`src/tcs_pkg.sv`:
```
`timescale 1ns / 1ps
`default_nettype none
// ----------------------------------------------------------------------------
// tcs_pkg: shared types and constants
// Field widths, register codes and the words handed along the pipeline.
// ----------------------------------------------------------------------------
package tcs_pkg;

    localparam int FIELD_W = 12;              // coordinate field width
    localparam int REG_W   = 13;              // size register width
    localparam int FLAT_W  = FIELD_W + REG_W; // flat index and dividend width
    localparam int DEF_MAX_DIM = 4096;
    localparam logic [REG_W-1:0] REG_RESET = 13'd4096;

    typedef enum logic {
        REG_WIDTH  = 1'b0,
        REG_HEIGHT = 1'b1
    } t_reg_idx;

    typedef enum logic [1:0] {
        MODE_ZERO,
        MODE_TILE,
        MODE_SIDE,
        MODE_BOTTOM
    } t_mode;

    // side info that rides along with the divider
    typedef struct packed {
        t_mode              mode;
        logic               inb;
        logic [1:0]         zx;
        logic [1:0]         zy;
        logic [FIELD_W-1:0] base;
    } t_ctl;

    // divider working word
    typedef struct packed {
        logic [REG_W-1:0]  rem;
        logic [FLAT_W-1:0] num;
        logic [REG_W-1:0]  den;
    } t_div;

endpackage
`default_nettype wire

```
`src/tcs_front.sv`:
```
`timescale 1ns / 1ps
`default_nettype none
// ----------------------------------------------------------------------------
// tcs_front: address setup
// Bounds check, flat index and region select; builds the divider operands.
// ----------------------------------------------------------------------------
module tcs_front #(
    parameter int MAX_DIM = tcs_pkg::DEF_MAX_DIM
) (
    input  wire                             i_clk,
    input  wire                             i_rst_n,
    input  wire                             i_en,
    input  wire                             i_valid,
    input  wire  [tcs_pkg::FIELD_W-1:0]     i_x,
    input  wire  [tcs_pkg::FIELD_W-1:0]     i_y,
    input  wire  [tcs_pkg::REG_W-1:0]       i_cfg_w,
    input  wire  [tcs_pkg::REG_W-1:0]       i_cfg_h,
    output logic                            o_valid,
    output tcs_pkg::t_ctl                   o_ctl,
    output tcs_pkg::t_div                   o_div
);
    import tcs_pkg::*;

    logic [REG_W-1:0]    w, h, bot_begin;
    logic [REG_W-3:0]    tiles_x, tiles_y;
    logic [2*REG_W-5:0]  tiles;             // full tile count

    // clamp to MAX_DIM
    always_comb begin
        w = ({{(32-REG_W){1'b0}}, i_cfg_w} > 32'(MAX_DIM)) ? REG_W'(MAX_DIM) : i_cfg_w;
        h = ({{(32-REG_W){1'b0}}, i_cfg_h} > 32'(MAX_DIM)) ? REG_W'(MAX_DIM) : i_cfg_h;
        tiles_x   = w[REG_W-1:2];
        tiles_y   = h[REG_W-1:2];
        tiles     = tiles_x * tiles_y;
        bot_begin = {h[REG_W-1:2], 2'b00};
    end

    // stage A: products and bounds
    logic                r_a_valid, r_a_inb, r_a_below;
    logic [FLAT_W-1:0]   r_a_prod;
    logic [FLAT_W:0]     r_a_side_begin, r_a_bot_off;
    logic [FIELD_W-1:0]  r_a_x;

    always_ff @(posedge i_clk) begin
        if (!i_rst_n) begin
            r_a_valid <= 1'b0;
        end else if (i_en) begin
            r_a_valid <= i_valid;
        end
    end

    always_ff @(posedge i_clk) begin
        if (i_en) begin
            r_a_prod       <= i_y * w;
            r_a_side_begin <= {tiles, 4'b0000};
            r_a_bot_off    <= bot_begin * w;
            r_a_x          <= i_x;
            r_a_inb        <= ({1'b0, i_x} < w) && ({1'b0, i_y} < h);
            r_a_below      <= {1'b0, i_y} < bot_begin;
        end
    end

    // stage B: flat index
    logic                r_b_valid, r_b_inb, r_b_below;
    logic [FLAT_W-1:0]   r_b_flat;
    logic [FLAT_W:0]     r_b_side_begin, r_b_bot_off;

    always_ff @(posedge i_clk) begin
        if (!i_rst_n) begin
            r_b_valid <= 1'b0;
        end else if (i_en) begin
            r_b_valid <= r_a_valid;
        end
    end

    always_ff @(posedge i_clk) begin
        if (i_en) begin
            r_b_flat       <= r_a_prod + FLAT_W'(r_a_x);
            r_b_side_begin <= r_a_side_begin;
            r_b_bot_off    <= r_a_bot_off;
            r_b_inb        <= r_a_inb;
            r_b_below      <= r_a_below;
        end
    end

    // stage C: region select
    t_ctl                n_ctl;
    t_div                n_div;
    logic [FLAT_W:0]     diff_side, diff_bot;

    always_comb begin
        diff_side    = {1'b0, r_b_flat} - r_b_side_begin;
        diff_bot     = {1'b0, r_b_flat} - r_b_bot_off;
        n_ctl.mode   = MODE_ZERO;
        n_ctl.inb    = r_b_inb;
        n_ctl.zx     = {r_b_flat[2], r_b_flat[0]};
        n_ctl.zy     = {r_b_flat[3], r_b_flat[1]};
        n_ctl.base   = '0;
        n_div.rem    = '0;
        n_div.num    = '0;
        n_div.den    = REG_W'(1);
        if (r_b_inb) begin
            if (r_b_below) begin
                if ({1'b0, r_b_flat} >= r_b_side_begin) begin
                    if (w[1:0] != 2'b00) begin
                        n_ctl.mode = MODE_SIDE;
                        n_ctl.base = FIELD_W'({w[REG_W-1:2], 2'b00});
                        n_div.num  = diff_side[FLAT_W-1:0];
                        n_div.den  = REG_W'(w[1:0]);
                    end
                end else if (tiles_x != '0) begin
                    n_ctl.mode = MODE_TILE;
                    n_div.num  = {4'b0000, r_b_flat[FLAT_W-1:4]};
                    n_div.den  = {2'b00, tiles_x};
                end
            end else begin
                // bottom strip height is never zero here
                n_ctl.mode = MODE_BOTTOM;
                n_ctl.base = FIELD_W'(bot_begin);
                n_div.num  = diff_bot[FLAT_W-1:0];
                n_div.den  = REG_W'(h[1:0]);
            end
        end
    end

    always_ff @(posedge i_clk) begin
        if (!i_rst_n) begin
            o_valid <= 1'b0;
        end else if (i_en) begin
            o_valid <= r_b_valid;
        end
    end

    always_ff @(posedge i_clk) begin
        if (i_en) begin
            o_ctl <= n_ctl;
            o_div <= n_div;
        end
    end

endmodule
`default_nettype wire

```
`src/tcs_div_cell.sv`:
```
`timescale 1ns / 1ps
`default_nettype none
// ----------------------------------------------------------------------------
// tcs_div_cell: one restoring division step
// Shifts one dividend bit into the remainder and retires one quotient bit.
// ----------------------------------------------------------------------------
module tcs_div_cell (
    input  wire               i_clk,
    input  wire               i_rst_n,
    input  wire               i_en,
    input  wire               i_valid,
    input  tcs_pkg::t_ctl     i_ctl,
    input  tcs_pkg::t_div     i_div,
    output logic              o_valid,
    output tcs_pkg::t_ctl     o_ctl,
    output tcs_pkg::t_div     o_div
);
    import tcs_pkg::*;

    logic [REG_W:0] sh, sub;
    logic           ge;
    t_div           n_div;

    always_comb begin
        sh        = {i_div.rem, i_div.num[FLAT_W-1]};
        sub       = sh - {1'b0, i_div.den};
        ge        = sh >= {1'b0, i_div.den};
        n_div.den = i_div.den;
        n_div.rem = ge ? sub[REG_W-1:0] : sh[REG_W-1:0];
        n_div.num = {i_div.num[FLAT_W-2:0], ge};
    end

    always_ff @(posedge i_clk) begin
        if (!i_rst_n) begin
            o_valid <= 1'b0;
        end else if (i_en) begin
            o_valid <= i_valid;
        end
    end

    always_ff @(posedge i_clk) begin
        if (i_en) begin
            o_ctl <= i_ctl;
            o_div <= n_div;
        end
    end

endmodule
`default_nettype wire

```
`src/tcs_back.sv`:
```
`timescale 1ns / 1ps
`default_nettype none
// ----------------------------------------------------------------------------
// tcs_back: result assembly
// Forms the swizzled coordinate from quotient and remainder; output register.
// ----------------------------------------------------------------------------
module tcs_back (
    input  wire                          i_clk,
    input  wire                          i_rst_n,
    input  wire                          i_en,
    input  wire                          i_valid,
    input  tcs_pkg::t_ctl                i_ctl,
    input  tcs_pkg::t_div                i_div,
    output logic                         o_valid,
    output logic [tcs_pkg::FIELD_W-1:0]  o_x,
    output logic [tcs_pkg::FIELD_W-1:0]  o_y,
    output logic                         o_inb
);
    import tcs_pkg::*;

    logic [FIELD_W-1:0] q, r, n_x, n_y;

    always_comb begin
        q   = i_div.num[FIELD_W-1:0];
        r   = i_div.rem[FIELD_W-1:0];
        n_x = '0;
        n_y = '0;
        unique case (i_ctl.mode)
            MODE_TILE: begin
                n_x = {r[FIELD_W-3:0], 2'b00} + FIELD_W'(i_ctl.zx);
                n_y = {q[FIELD_W-3:0], 2'b00} + FIELD_W'(i_ctl.zy);
            end
            MODE_SIDE: begin
                n_x = r + i_ctl.base;
                n_y = q;
            end
            MODE_BOTTOM: begin
                n_x = q;
                n_y = r + i_ctl.base;
            end
            default: begin
                n_x = '0;
                n_y = '0;
            end
        endcase
    end

    always_ff @(posedge i_clk) begin
        if (!i_rst_n) begin
            o_valid <= 1'b0;
        end else if (i_en) begin
            o_valid <= i_valid;
        end
    end

    always_ff @(posedge i_clk) begin
        if (i_en) begin
            o_x   <= n_x;
            o_y   <= n_y;
            o_inb <= i_ctl.inb;
        end
    end

endmodule
`default_nettype wire

```
`src/tiled_coordinate_swizzle.sv`:
```
`timescale 1ns / 1ps
`default_nettype none
// ----------------------------------------------------------------------------
// tiled_coordinate_swizzle: tiled Z-order coordinate remap
// Maps a row-major (x, y) inside a width x height rectangle to its swizzled
// position: 4x4 tiles with 2x2 Z-order, right strip row-major, bottom strip
// column-major.
// ----------------------------------------------------------------------------
// Usage:
//   Input channel: i_valid / o_stall with i_in_x, i_in_y. A word is taken
//   on a clock edge with i_valid high and o_stall low.
//   Output channel: o_valid / i_stall with o_out_x, o_out_y, o_in_bounds.
//   Config channel: i_cfg_valid / o_cfg_ready (always high), i_cfg_index
//   selects width (0) or height (1), i_cfg_data is the 13-bit size. Write
//   only while the pipeline is empty; sizes above MAX_DIM saturate.
//   Throughput: one word per cycle unless stalled. Three setup stages, one
//   restoring divider cell per dividend bit, then the output register.
//   The divider chain sets the latency; every cell retires one quotient bit.
//   Stall: while the output holds a word and i_stall is high, the whole
//   pipeline freezes and o_stall is raised; no word is lost or repeated.
//   Reset: synchronous, active low; clears all valids and sets both sizes
//   to 4096.
// ----------------------------------------------------------------------------
module tiled_coordinate_swizzle #(
    parameter int MAX_DIM = tcs_pkg::DEF_MAX_DIM
) (
    input  wire                          i_clk,
    input  wire                          i_rst_n,
    // input words
    input  wire                          i_valid,
    output logic                         o_stall,
    input  wire  [tcs_pkg::FIELD_W-1:0]  i_in_x,
    input  wire  [tcs_pkg::FIELD_W-1:0]  i_in_y,
    // result words
    output logic                         o_valid,
    input  wire                          i_stall,
    output logic [tcs_pkg::FIELD_W-1:0]  o_out_x,
    output logic [tcs_pkg::FIELD_W-1:0]  o_out_y,
    output logic                         o_in_bounds,
    // config writes
    input  wire                          i_cfg_valid,
    output logic                         o_cfg_ready,
    input  wire                          i_cfg_index,
    input  wire  [tcs_pkg::REG_W-1:0]    i_cfg_data
);
    import tcs_pkg::*;

    logic [REG_W-1:0] r_width, r_height;
    logic             en;

    // size registers
    always_ff @(posedge i_clk) begin
        if (!i_rst_n) begin
            r_width  <= REG_RESET;
            r_height <= REG_RESET;
        end else if (i_cfg_valid) begin
            unique case (t_reg_idx'(i_cfg_index))
                REG_WIDTH:  r_width  <= i_cfg_data;
                REG_HEIGHT: r_height <= i_cfg_data;
                default:    r_width  <= r_width;
            endcase
        end
    end

    assign o_cfg_ready = 1'b1;

    // one global advance: freeze only when the output word is blocked
    assign en      = !(o_valid && i_stall);
    assign o_stall = o_valid && i_stall;

    logic   v [FLAT_W+1];
    t_ctl   c [FLAT_W+1];
    t_div   d [FLAT_W+1];

    tcs_front #(
        .MAX_DIM (MAX_DIM)
    ) u_front (
        .i_clk   (i_clk),
        .i_rst_n (i_rst_n),
        .i_en    (en),
        .i_valid (i_valid),
        .i_x     (i_in_x),
        .i_y     (i_in_y),
        .i_cfg_w (r_width),
        .i_cfg_h (r_height),
        .o_valid (v[0]),
        .o_ctl   (c[0]),
        .o_div   (d[0])
    );

    // divider chain: one cell per dividend bit, MSB first
    for (genvar g = 0; g < FLAT_W; g++) begin : g_cell
        tcs_div_cell u_cell (
            .i_clk   (i_clk),
            .i_rst_n (i_rst_n),
            .i_en    (en),
            .i_valid (v[g]),
            .i_ctl   (c[g]),
            .i_div   (d[g]),
            .o_valid (v[g+1]),
            .o_ctl   (c[g+1]),
            .o_div   (d[g+1])
        );
    end

    tcs_back u_back (
        .i_clk   (i_clk),
        .i_rst_n (i_rst_n),
        .i_en    (en),
        .i_valid (v[FLAT_W]),
        .i_ctl   (c[FLAT_W]),
        .i_div   (d[FLAT_W]),
        .o_valid (o_valid),
        .o_x     (o_out_x),
        .o_y     (o_out_y),
        .o_inb   (o_in_bounds)
    );

endmodule
`default_nettype wire

```
`config.mk`:
```
export PLATFORM = sky130hd
export DESIGN_NAME = tiled_coordinate_swizzle
export DESIGN_NICKNAME = d
export VERILOG_FILES = /design/src/tcs_pkg.sv /design/src/tcs_front.sv /design/src/tcs_div_cell.sv /design/src/tcs_back.sv /design/src/tiled_coordinate_swizzle.sv
export SDC_FILE = /design/constraint.sdc
export NUM_CORES = 2
export LEC_CHECK = 0
export BUFFER_PORTS_ARGS = -buffer_cell sky130_fd_sc_hd__buf_4
export CAP_MARGIN = 20
export CORE_MARGIN = 5
export CORE_UTILIZATION = 64
export CTS_CLUSTER_DIAMETER = 120
export DETAILED_ROUTE_END_ITERATION = 10
export PLACE_DENSITY = 0.8
export SYNTH_ARGS = -nofsm -noshare
export SYNTH_HDL_FRONTEND = slang
export SYNTH_SLANG_ARGS = --single-unit
```
`constraint.sdc`:
```
create_clock -name i_clk -period 54.6 [get_ports i_clk]
set_clock_uncertainty 0.2 [all_clocks]
set_input_delay 2.73 -clock i_clk [delete_from_list [all_inputs] [get_ports i_clk]]
set_output_delay 2.73 -clock i_clk [all_outputs]
set_load 0.02 [all_outputs]
```
==> impl_metrics.tcl <==
set metrics [dict create \
    endpoint_kind "flop" \
    antenna_found_initial 3 \
    route.detailed.wl_per_inst_um 19.5 \
    routed_wl_um 163000 \
    async_flop_share 0 \
    htreeDepth 4 \
    setup_viol 0 \
    cts.sinks 1680 \
    rows 131 \
    fin_tns_setup_ns 0 \
    dpl_cell_area_mm2 0.0850 \
    crit_path_max_fanout 16 \
    cts_root_buffer "clkbuf_16" \
    initial_core_util 0.646 \
    grt_max_degree 212 \
    outcome "finished, violations left" \
    first_global_vias 48300 \
    relSlewSlack 0.275 \
    timing.reg2reg.setup_slack_ns 47.03 \
    period_needed_ns 7.57 \
    grt_overflow 0 \
    p_per_area_mw_per_mm2 47.1 \
    p_leak_nw 37.0 \
    path_class "flop to flop" \
    maxSlewViolCount 0 \
    grt_pass1_wl_um 259000 \
    numCtsBuffers 164 \
    die_x_um 369 \
    drt_iter0_drc 4022 \
    worstReg2RegEnd "u_front.r_a_bot_off[22]" \
    final_layout_size_suffix_gt1_frac 0.0643 \
    routabilityCongestion 0.928 \
    max_freq_ghz 0.132 \
    yosysWarningCount 0 \
    holdPathStages 0 \
    r2r_start "r_width[7]" \
    stdcell_area_mm2 0.0903 \
    maxCapViolations 0 \
    ys_types 85 \
    netlist_instances 6406 \
    die_area_mm2 0.136 \
    period_share 0.139 \
    cp.arrival_ns 7.86 \
    synthToLayoutAreaGrowth_pct 9.36 \
    worstHoldEndpoint "g_cell[6].u_cell.o_div[27]" \
    worst_setup_path_start_kind "flop" \
    dieHeight_um 369 \
    num_vias 48000 \
    routed_via_density 5.76 \
    fp.coreArea_mm2 0.128 \
    drc 2 \
    clkTransAtPathRegs_ns 0.07 \
    post_cts_buffers 0 \
    hp-class "flop to flop" \
    synth-edff-count 1625 \
    min-delay-start "g_cell[5].u_cell.o_div[26]" \
    rsz0062_at_grt "no" \
    crit_required_ns 54.89 \
    final_nets 7364 \
    ys_seq_area_frac 0.604 \
    cts-resized-gates 0 \
    clk_path_buf_depth 3 \
    ctsHoldBuffers 0 \
    cts_tree "built" \
    yosys_most_used_dff "edfxtp_1" \
    dr.pass1.iters 11 \
    tightest_slew_ns 1.09 \
    ant_nets 0 \
    violations "DRC" \
    grt.total_usage 0.241 \
    reg2reg_depth 27 \
    ios 71 \
    ys_seq_elements 1680 \
    syn_nets 7222 \
    io_buffer_count 69 \
    hold_viol 0 \
    netlist_area_mm2 0.0826 \
    ir_worst_vdd_mv 0.0331 \
    hpwl_um 114000 \
    synth.avg_cell_area_um2 12.9 \
    clk_latency_ns 0.77 \
]
[worst max-delay path: stages (launching register included)]
cell and delay (ns):
dfxtp_1 0.38, nor4_1 0.31, nand3_1 0.24, o31ai_1 0.25
buf_4 0.23, and2_1 0.15, buf_4 0.29, nand2_1 0.13
fa_1 0.55, inv_1 0.05, fa_1 0.53, inv_1 0.06
fa_1 0.48, inv_1 0.06, fa_1 0.54, inv_1 0.06
fa_1 0.53, inv_1 0.04, ha_1 0.34, and3_1 0.25
and3_1 0.19, nand3_1 0.08, nand3_1 0.11, o41a_1 0.37
a21o_1 0.19, a21oi_1 0.36, mux2i_1 0.23, nand2_1 0.07
[cells in the final DEF, fill, tap and decap left out, drive strengths merged, types with 49 or more instances in the layout]
cell type	synthesis	final
clkinv	6	70
dfxtp	55	55
nand4	51	51
xnor2	188	188
o21ai	259	259
inv	824	836
nor3	63	63
a21boi	93	93
buf	25	111
xor2	118	118
nand2b	72	72
nand2	508	508
ha	510	510
a21oi	387	387
nor2b	135	135
nor2	371	371
edfxtp	1625	1625
fa	263	263
a21o	96	96
and2	87	87
and3	49	49
o21a	50	50
clkbuf	110	201
[stage by stage]
stage / total power [mW] / instances / worst slack (ns) / hold slack [ns] / utilization
finish: 4.26 / 8342 / 47.03 / 0.180 / 0.707
global route: 4.51 / 8341 / 46.65 / 0.190 / 0.707
CTS: 4.28 / 8337 / 46.89 / 0.171 / 0.706
floorplan: 2.82 / 6406 / 5.04 / 0.200 / -
detailed placement: 3.15 / 8042 / 46.02 / 0.205 / 0.665
global placement: 3.09 / 8042 / 46.19 / 0.200 / 0.665
[area by class of cell]
cell class,count,area (µm²)
Sequential cell,1680,49900
Clock buffer,201,4310
Tap cell,1662,2080
Multi-Input combinational cell,3761,29100
Fill cell,8483,37500
Timing Repair Buffer,111,911
Antenna cell,3,7.51
Clock inverter,94,970
Inverter,830,3120
[registers in the layout, summed over array words and instances, names as in the netlist, 13 cells and up]
register	flops
r_width	13
u_front.r_a_bot_off	23
g_cell.u_cell.o_valid	25
u_front.r_a_side_begin	22
u_front.r_a_prod	25
r_height	13
u_front.r_b_flat	25
u_front.r_b_bot_off	23
u_front.r_b_side_begin	22
u_front.o_ctl	17
u_front.o_div	36
g_cell.u_cell.o_div	966
g_cell.u_cell.o_ctl	425
[cells in the mapped netlist, drive strengths merged, types with 17 or more instances]
| cell | number | area [µm²] |
|---|---|---|
| and2 | 87 | 547 |
| inv | 824 | 3090 |
| nor3 | 63 | 315 |
| nand3 | 48 | 245 |
| o21a | 50 | 383 |
| o31ai | 43 | 323 |
| a21boi | 93 | 706 |
| nor2b | 135 | 845 |
| a221oi | 20 | 175 |
| o31a | 22 | 193 |
| fa | 263 | 5270 |
| a31oi | 24 | 156 |
| nor2 | 371 | 1390 |
| o211ai | 26 | 200 |
| and3 | 49 | 307 |
| a21o | 96 | 721 |
| nand2 | 508 | 1910 |
| nor4 | 37 | 238 |
| or2 | 23 | 144 |
| mux2i | 17 | 170 |
| edfxtp | 1625 | 48800 |
| o21ai | 259 | 1310 |
| or3 | 24 | 150 |
| a211oi | 19 | 143 |
| a21oi | 387 | 1940 |
| ha | 510 | 6380 |
| xor2 | 118 | 1030 |
| nand4 | 51 | 319 |
| buf | 25 | 136 |
| nand2b | 72 | 450 |
| dfxtp | 55 | 1100 |
| xnor2 | 188 | 1650 |
| mux2 | 35 | 394 |
| clkbuf | 110 | 418 |
[power by group]
part | switching, mW | internal, mW | total [mW] | leakage [nW]
Sequential | 0.144 | 1.77 | 1.92 | 18.7
Combinational | 0.704 | 0.535 | 1.24 | 15.7
Clock | 0.473 | 0.628 | 1.10 | 2.58
[metal layers]
layer  vias up  global-route usage  routed length, µm
met5         -                   0                  0
met4         0               0.116               8840
met3       437              0.0360               8700
met2      1463               0.411              80400
met1     23300               0.305              64600
li1      22900                   -                  -
[worst max-delay path by stage]
stage,from,end,slack (ns),cells after the start
floorplan,i_stall,g_cell[0].u_cell.o_ctl[10],5.04,2
global placement,i_stall,g_cell[24].u_cell.o_div[41],46.19,7
detailed placement,i_stall,g_cell[24].u_cell.o_ctl[12],46.02,7
CTS,i_stall,g_cell[24].u_cell.o_div[41],46.89,7
global route,r_width[7],u_front.r_a_bot_off[22],46.65,27
finish,r_width[7],u_front.r_a_bot_off[22],47.03,27
[cell families (layout without fill, tap and decap cells)]
kind of cell    after synthesis  count (layout)  synth area share
fa+ha+maj                   773             773             0.141
xor+xnor                    306             306            0.0324
compound gates             1129            1129            0.0849
buf+inv                     965            1236            0.0444
other cells                   1               4         0.0000454
mux                          52              52           0.00683
flops                      1680            1680             0.604
simple gates               1500            1500            0.0864
No activity file was read; power rests on OpenSTA's default activity.
